### src/rtl/ras_rc_pkg.sv
// Package for the return address stack with repeat counters.
// Holds the request/response word types and the cell command codes.
// No dependencies.
`default_nettype none

package ras_rc_pkg;

    localparam int ADDR_W = 32;

    typedef struct packed {
        logic              req_type;
        logic [ADDR_W-1:0] ret_addr;
    } ras_req_t;

    typedef struct packed {
        logic [ADDR_W-1:0] target;
        logic              empty_res;
    } ras_resp_t;

    // Request codes
    localparam logic REQ_PUSH = 1'b0;
    localparam logic REQ_POP  = 1'b1;

    // What a cell does at the next edge
    typedef enum logic [1:0] {
        CELL_HOLD,      // keep contents
        CELL_LOAD_PREV, // take the shallower neighbor's entry (push rotates down)
        CELL_LOAD_NEXT, // take the deeper neighbor's entry (pop rotates up)
        CELL_SET_CNT    // rewrite own counter
    } ras_cell_cmd_t;

endpackage

`default_nettype wire

### src/rtl/ras_rc_cell.sv
// One stack slot: a return address and its repeat counter.
// Depends on ras_rc_pkg for the cell command codes.
`default_nettype none

module ras_rc_cell
    import ras_rc_pkg::*;
#(
    parameter int COUNT_BITS = 8
) (
    input  wire logic                  aclk,
    input  wire logic                  aresetn,
    input  wire ras_cell_cmd_t         cmd,
    input  wire logic [ADDR_W-1:0]     prev_addr,
    input  wire logic [COUNT_BITS-1:0] prev_cnt,
    input  wire logic [ADDR_W-1:0]     next_addr,
    input  wire logic [COUNT_BITS-1:0] next_cnt,
    input  wire logic [COUNT_BITS-1:0] set_cnt,
    output logic [ADDR_W-1:0]          addr,
    output logic [COUNT_BITS-1:0]      cnt
);

    logic [ADDR_W-1:0]     addr_reg, addr_next;
    logic [COUNT_BITS-1:0] cnt_reg, cnt_next;

    always_comb begin
        addr_next = addr_reg;
        cnt_next  = cnt_reg;
        unique case (cmd)
            CELL_HOLD: begin
            end
            CELL_LOAD_PREV: begin
                addr_next = prev_addr;
                cnt_next  = prev_cnt;
            end
            CELL_LOAD_NEXT: begin
                addr_next = next_addr;
                cnt_next  = next_cnt;
            end
            CELL_SET_CNT: begin
                cnt_next = set_cnt;
            end
            default: begin
            end
        endcase
    end

    always_ff @(posedge aclk) begin
        if (!aresetn) begin
            addr_reg <= '0;
            cnt_reg  <= '0;
        end else begin
            addr_reg <= addr_next;
            cnt_reg  <= cnt_next;
        end
    end

    assign addr = addr_reg;
    assign cnt  = cnt_reg;

endmodule

`default_nettype wire

### src/rtl/return_address_stack_with_repeat_count_top.sv
// Top level of the return address stack with repeat counters.
// Depends on ras_rc_pkg and ras_rc_cell.
`default_nettype none

// Circular return address stack kept as a ring of STACK_DEPTH cells, with the
// top of stack always in cell 0. A push of a new address rotates the ring one
// place deeper and loads the address into cell 0 with count 1, dropping the
// oldest entry; a push equal to the top address only bumps cell 0's counter
// (saturating). A pop returns cell 0's address and decrements its counter;
// when the counter reaches zero the ring rotates back one place. A pop on a
// zero counter returns all ones with empty_res set. Every request, push or
// pop, yields one response word, valid in the cycle after the request is
// accepted. The whole ring updates at once, so with m_ready held high
// the block takes one request per clock. While a response word waits for
// m_ready the input stalls; the next request is taken in the same cycle that
// the waiting word leaves.
module return_address_stack_with_repeat_count_top
    import ras_rc_pkg::*;
#(
    parameter int STACK_DEPTH = 16,
    parameter int COUNT_BITS  = 8
) (
    input  wire logic      aclk,
    input  wire logic      aresetn,
    input  wire logic      s_valid,
    output logic           s_ready,
    input  wire ras_req_t  s_req,
    output logic           m_valid,
    input  wire logic      m_ready,
    output ras_resp_t      m_resp
);

    localparam logic [COUNT_BITS-1:0] CNT_MAX = {COUNT_BITS{1'b1}};
    localparam logic [COUNT_BITS-1:0] CNT_ONE = COUNT_BITS'(1);

    logic [ADDR_W-1:0]     cell_addr [STACK_DEPTH];
    logic [COUNT_BITS-1:0] cell_cnt  [STACK_DEPTH];

    logic                  accept;
    logic                  is_pop;
    logic                  top_hit;
    logic                  top_empty;
    ras_cell_cmd_t         ring_cmd;
    logic [COUNT_BITS-1:0] top_set_cnt;
    ras_resp_t             resp_reg, resp_next;
    logic                  m_valid_reg;

    assign s_ready   = !m_valid_reg || m_ready;
    assign accept    = s_valid && s_ready;
    assign is_pop    = (s_req.req_type == REQ_POP);
    assign top_hit   = (s_req.ret_addr == cell_addr[0]);
    assign top_empty = (cell_cnt[0] == '0);

    // Decide what the ring does for this request
    always_comb begin
        ring_cmd    = CELL_HOLD;
        top_set_cnt = cell_cnt[0];
        if (accept) begin
            if (!is_pop) begin
                if (top_hit) begin
                    ring_cmd    = CELL_SET_CNT;
                    top_set_cnt = (cell_cnt[0] == CNT_MAX) ? CNT_MAX : cell_cnt[0] + CNT_ONE;
                end else begin
                    ring_cmd = CELL_LOAD_PREV;
                end
            end else if (!top_empty) begin
                if (cell_cnt[0] == CNT_ONE) begin
                    ring_cmd = CELL_LOAD_NEXT;
                end else begin
                    ring_cmd    = CELL_SET_CNT;
                    top_set_cnt = cell_cnt[0] - CNT_ONE;
                end
            end
        end
    end

    for (genvar i = 0; i < STACK_DEPTH; i++) begin : g_cell
        ras_cell_cmd_t         cmd_i;
        logic [ADDR_W-1:0]     prev_addr_i, next_addr_i;
        logic [COUNT_BITS-1:0] prev_cnt_i, next_cnt_i;

        if (i == 0) begin : g_head
            assign cmd_i       = ring_cmd;
            assign prev_addr_i = s_req.ret_addr;
            assign prev_cnt_i  = CNT_ONE;
        end else begin : g_body
            // only the top cell rewrites its counter
            assign cmd_i       = (ring_cmd == CELL_SET_CNT) ? CELL_HOLD : ring_cmd;
            assign prev_addr_i = cell_addr[i-1];
            assign prev_cnt_i  = cell_cnt[i-1];
        end

        if (i == STACK_DEPTH - 1) begin : g_tail
            // the popped slot wraps to the far end with its counter cleared
            assign next_addr_i = cell_addr[0];
            assign next_cnt_i  = '0;
        end else begin : g_link
            assign next_addr_i = cell_addr[i+1];
            assign next_cnt_i  = cell_cnt[i+1];
        end

        ras_rc_cell #(
            .COUNT_BITS(COUNT_BITS)
        ) u_cell (
            .aclk      (aclk),
            .aresetn   (aresetn),
            .cmd       (cmd_i),
            .prev_addr (prev_addr_i),
            .prev_cnt  (prev_cnt_i),
            .next_addr (next_addr_i),
            .next_cnt  (next_cnt_i),
            .set_cnt   (top_set_cnt),
            .addr      (cell_addr[i]),
            .cnt       (cell_cnt[i])
        );
    end

    always_comb begin
        resp_next = '0;
        if (is_pop) begin
            if (top_empty) begin
                resp_next.target    = '1;
                resp_next.empty_res = 1'b1;
            end else begin
                resp_next.target = cell_addr[0];
            end
        end
    end

    always_ff @(posedge aclk) begin
        if (!aresetn) begin
            m_valid_reg <= 1'b0;
        end else if (accept) begin
            m_valid_reg <= 1'b1;
        end else if (m_ready) begin
            m_valid_reg <= 1'b0;
        end
    end

    always_ff @(posedge aclk) begin
        if (accept) begin
            resp_reg <= resp_next;
        end
    end

    assign m_valid = m_valid_reg;
    assign m_resp  = resp_reg;

    a_resp_after_accept: assert property (@(posedge aclk) disable iff (!aresetn)
        accept |=> m_valid)
        else $error("accepted request produced no response word");

    a_empty_target: assert property (@(posedge aclk) disable iff (!aresetn)
        m_valid && m_resp.empty_res |-> m_resp.target == '1)
        else $error("empty pop response without all-ones target");

    a_empty_pop_holds: assert property (@(posedge aclk) disable iff (!aresetn)
        accept && is_pop && top_empty |=> cell_cnt[0] == '0 && $stable(cell_addr[0]))
        else $error("pop on empty stack changed the top slot");

    a_new_push_top: assert property (@(posedge aclk) disable iff (!aresetn)
        accept && !is_pop && !top_hit |=>
            cell_cnt[0] == CNT_ONE && cell_addr[0] == $past(s_req.ret_addr))
        else $error("new push did not land in the top slot");

endmodule

`default_nettype wire
### config.mk
export PLATFORM = sky130hd
export DESIGN_NAME = return_address_stack_with_repeat_count_top
export DESIGN_NICKNAME = d
export VERILOG_FILES = /design/src/rtl/ras_rc_pkg.sv /design/src/rtl/ras_rc_cell.sv /design/src/rtl/return_address_stack_with_repeat_count_top.sv
export SDC_FILE = /design/constraint.sdc
export NUM_CORES = 2
export LEC_CHECK = 0
export ABC_CLOCK_PERIOD_IN_PS = 4100
export BUFFER_PORTS_ARGS = -buffer_cell sky130_fd_sc_hd__buf_4
export CAP_MARGIN = 10
export CORE_ASPECT_RATIO = 0.8
export CORE_UTILIZATION = 62
export DETAILED_ROUTE_END_ITERATION = 16
export PLACE_DENSITY_LB_ADDON = 0.08
export SLEW_MARGIN = 0
export SYNTH_ARGS = -nofsm -noshare
export SYNTH_HDL_FRONTEND = slang
export SYNTH_SLANG_ARGS = --single-unit
### constraint.sdc
create_clock -name aclk -period 4.1 [get_ports aclk]
set_clock_uncertainty 0.2 [all_clocks]
set_input_delay 0.41 -clock aclk [delete_from_list [all_inputs] [get_ports aclk]]
set_output_delay 0.41 -clock aclk [all_outputs]
set_load 0.01 [all_outputs]
==> run summary <==
The number of detailed-routing iterations run before antenna repair is 8. The row count came out at 74. The area of the core came out at 0.0511 sq mm. The max-slew violation count is 0. The count of placed standard cells including taps is 3,866. The wire length of the first global-routing pass is 111,000 um. At the pin with the least slew margin, the transition time is 1.26 ns. The layout-stage area growth over the synthesis result is 12.4%. Data arrives at the worst endpoint at 4.20 ns. Wires add up to 69,300 um. The wire length on met3 came out at 4050 um. STA classifies the critical path startpoint as a register.

The final critical path takes up 95.3% of the cycle. TritonCTS built the clock tree. The cell area reported after detailed placement came out at 0.0336 sq mm.

The register with the most flip-flops in the layout has 512 of them. For this run, the number of Yosys warnings is 0. The die is 206 um tall. No sink is reached through more buffers than the 3 on the longest clock path. The register area came out at 0.0138 sq mm.

The power density over the cells is 496 mW/mm^2. The post-placement setup slack came out at 0.206 ns. The post-synth design cell area came out at 0.0321 sq mm.

The starting density of the core is 62.9%. The highest clock frequency the design can meet came out at 0.256 GHz. The post-route non-filler standard cell count is 4,014.

The number of max-cap violations came out at 0. The number of nets with antenna violations after detailed routing is 0. The via count of the first global-routing pass is 22.2k.

The maximum number of pins on one net before global-route repair is 255. The maximum fanout count along the critical path came out at 56. The share of cells above drive strength 1 is 9.94%. The flip-flop and latch count after synthesis is 674.

Setup repair after global routing left no endpoint under its margin. The library cell used most frequently in the layout, excluding fill and tap cells, is sky130_fd_sc_hd__nand2_1. The flow ran to the end, and the final reports show no timing, DRC or antenna violations. The total half-perimeter wirelength after legalization and detailed placement is 43,700 um. The clock insertion delay at the later pin of the skew report came out at 0.61 ns. The final weighted congestion in routability-driven placement came out at 0.891. Dividing the detail-routed wire length by the instance count gives 17.3 um.

Measured against its own limit, the worst slew margin works out to 16.1%. The detailed router used layers up to and including met5. The detailed router finished its first iteration with 1,817 violations. After detailed routing, the number of remaining DRC violations is 0. The mean number of vias per cell came out at 6.11. The wire length on met2 came out at 30,000 um. The count of pins on the block boundary is 72. In the post-synthesis netlist, the biggest area contributors are sky130_fd_sc_hd__dfxtp_1, sky130_fd_sc_hd__o211a_1, sky130_fd_sc_hd__mux2i_1, sky130_fd_sc_hd__nand2_1, sky130_fd_sc_hd__edfxtp_1. The number of nets in the synthesized netlist is 3,387. The total inserted antenna cells came out at 0. The number of failing setup endpoints in the final timing report came out at 0. The count of input and output buffers came out at 71.

The total negative setup slack is 0 ns. The largest total area in the synthesized netlist belongs to sky130_fd_sc_hd__dfxtp_1. STA classifies the critical path endpoint as a register. The multi-input combinational cells in the finished layout cover a total of 0.0170 sq mm. In the layout the commonest cells are sky130_fd_sc_hd__nand2_1, sky130_fd_sc_hd__dfxtp_1, sky130_fd_sc_hd__o211a_1. The count of endpoints failing hold in the final timing report is 0. After the last flow step, the layout net total stands at 3,327. The sequential element share of the synthesized area came out at 43.0%. The initial antenna violation count came out at 3.

The final critical-path required period came out at 3.91 ns. The unique cell type count in the Yosys netlist is 67. Setup slack closes at 0.195 ns. The largest voltage drop on the vdd net came out at 0.339 mV. The floorplan step defined a die boundary enclosing 0.0528 sq mm.

The most used flip-flop cell after synthesis is sky130_fd_sc_hd__dfxtp_1. The worst min-delay path class is primary input to register. The post-cts repair resize count came out at 0. The synthesized area per cell came out at 9.62 sq um. The worst hold-check slack came out at 0.0342 ns.

Summed over all cells, the static leakage comes to 17.0 nW. The number of buffers created by CTS came out at 69. For this block, wires on met1 add up to 33,900 um. The number of vias in the routed layout is 24.5k.

In this run the number of H-tree levels came out at 3. The portion of synthesized cell area occupied by the leading cell type is 39.9%. After synthesis, the share of flip-flops with an asynchronous set or reset is 0%. The total power is 17.9 mW. The horizontal die dimension came out at 257 um. The finished cells cover 0.0361 sq mm. The TritonCTS sink count is 674. The number of inserted filler cells in the final layout came out at 3,821. The final core utilization came out at 70.7%. The required time reported for the critical path endpoint is 4.40 ns. The synthesized instance count is 3,342. The total routing usage reported by global routing came out at 25.3%. The number of enable flip-flop cells after synthesis came out at 33. After clock tree synthesis, the clock-pin slew on the worst setup and hold paths is 0.06 ns. The total congestion overflow after global routing came out at 0.

The root cell of the clock tree is sky130_fd_sc_hd__clkbuf_16. The critical path in this run is classified as register to register.
[layer usage]
metal | track usage, % | vias to the layer above
li1 | - | 12100
met1 | 36.8 | 11800
met2 | 38.1 | 571
met3 | 4.82 | 102
met4 | 7.21 | 2
met5 | 0 | -
[timing repair]
action                                 4_1_cts  5_1_grt
setup buffers                                0        1
setup endpoints to repair                    0       15
hold buffers                                28        0
endpoints found under the hold margin       28        0
[cell usage after synthesis, types with 15 or more instances]
cell type / number
sky130_fd_sc_hd__dfxtp_1: 641
sky130_fd_sc_hd__clkbuf_1: 259
sky130_fd_sc_hd__a21o_1: 16
sky130_fd_sc_hd__nand3_1: 52
sky130_fd_sc_hd__inv_1: 22
sky130_fd_sc_hd__nand2_1: 659
sky130_fd_sc_hd__nor3_1: 61
sky130_fd_sc_hd__a22oi_1: 17
sky130_fd_sc_hd__a211oi_1: 22
sky130_fd_sc_hd__edfxtp_1: 33
sky130_fd_sc_hd__a211oi_2: 21
sky130_fd_sc_hd__xor2_1: 34
sky130_fd_sc_hd__nor2_1: 89
sky130_fd_sc_hd__o21ai_0: 120
sky130_fd_sc_hd__mux2i_1: 513
sky130_fd_sc_hd__o211a_1: 526
sky130_fd_sc_hd__o211ai_1: 30
sky130_fd_sc_hd__buf_1: 56
sky130_fd_sc_hd__a221o_2: 15
[where the power goes]
group | internal [mW] | total (mW) | switching (mW)
Clock | 3.73 | 6.31 | 2.57
Sequential | 7.50 | 8.24 | 0.735
Combinational | 1.54 | 3.38 | 1.84
Total | 12.8 | 17.9 | 5.14
[worst paths after layout]
check / from / endpoint / slack (ns) / cells after the start
worst max register to register: g_cell[0].u_cell.addr[12]$_SDFFE_PN0P_ / g_cell[5].u_cell.addr[15]$_SDFFE_PN0P_ / 0.19 / 12
worst min-delay path: s_req[20] / g_cell[0].u_cell.addr[20]$_SDFFE_PN0P_ / 0.03 / 4
worst min register to register: g_cell[15].u_cell.cnt[2]$_SDFFE_PN0P_ / g_cell[15].u_cell.cnt[2]$_SDFFE_PN0P_ / 0.26 / 2
worst max-delay path: g_cell[0].u_cell.addr[12]$_SDFFE_PN0P_ / g_cell[5].u_cell.addr[15]$_SDFFE_PN0P_ / 0.19 / 12
[logic make-up (layout without fill, tap and decap cells)]
kind of cell             after synthesis  in the layout  share of synthesized area, %
buffers and inverters                353            341                          4.30
adder cells (fa/ha/maj)                8              8                         0.311
XOR/XNOR                              34             34                         0.927
multiplexers                         513            513                          16.0
AND/OR/NAND/NOR                      904            904                          11.6
flip-flops                           674            674                          43.0
AO/OA/AOI/OAI                        856            856                          23.9
[worst max-delay path, stage by stage (launching register included)]
cell and delay [ns]:
sky130_fd_sc_hd__dfxtp_1 0.61, sky130_fd_sc_hd__xor2_1 0.20, sky130_fd_sc_hd__nor4_1 0.40, sky130_fd_sc_hd__buf_4 0.20
sky130_fd_sc_hd__nand4_2 0.13, sky130_fd_sc_hd__o31ai_1 0.37, sky130_fd_sc_hd__and2_1 0.34, sky130_fd_sc_hd__ha_4 0.23
sky130_fd_sc_hd__buf_12 0.32, sky130_fd_sc_hd__buf_12 0.29, sky130_fd_sc_hd__mux2i_1 0.26, sky130_fd_sc_hd__nand2_1 0.07
sky130_fd_sc_hd__o211a_1 0.10
[area by class of cell]
class                      instances  share of cell area (%)
clock buffer                     102                    5.69
clock inverter                    17                   0.596
inverter                          24                   0.270
multi-input combinational       2315                    47.0
sequential                       674                    38.3
tap                              684                    2.37
timing repair buffer             198                    5.85
(Power assumes the default switching activity.)
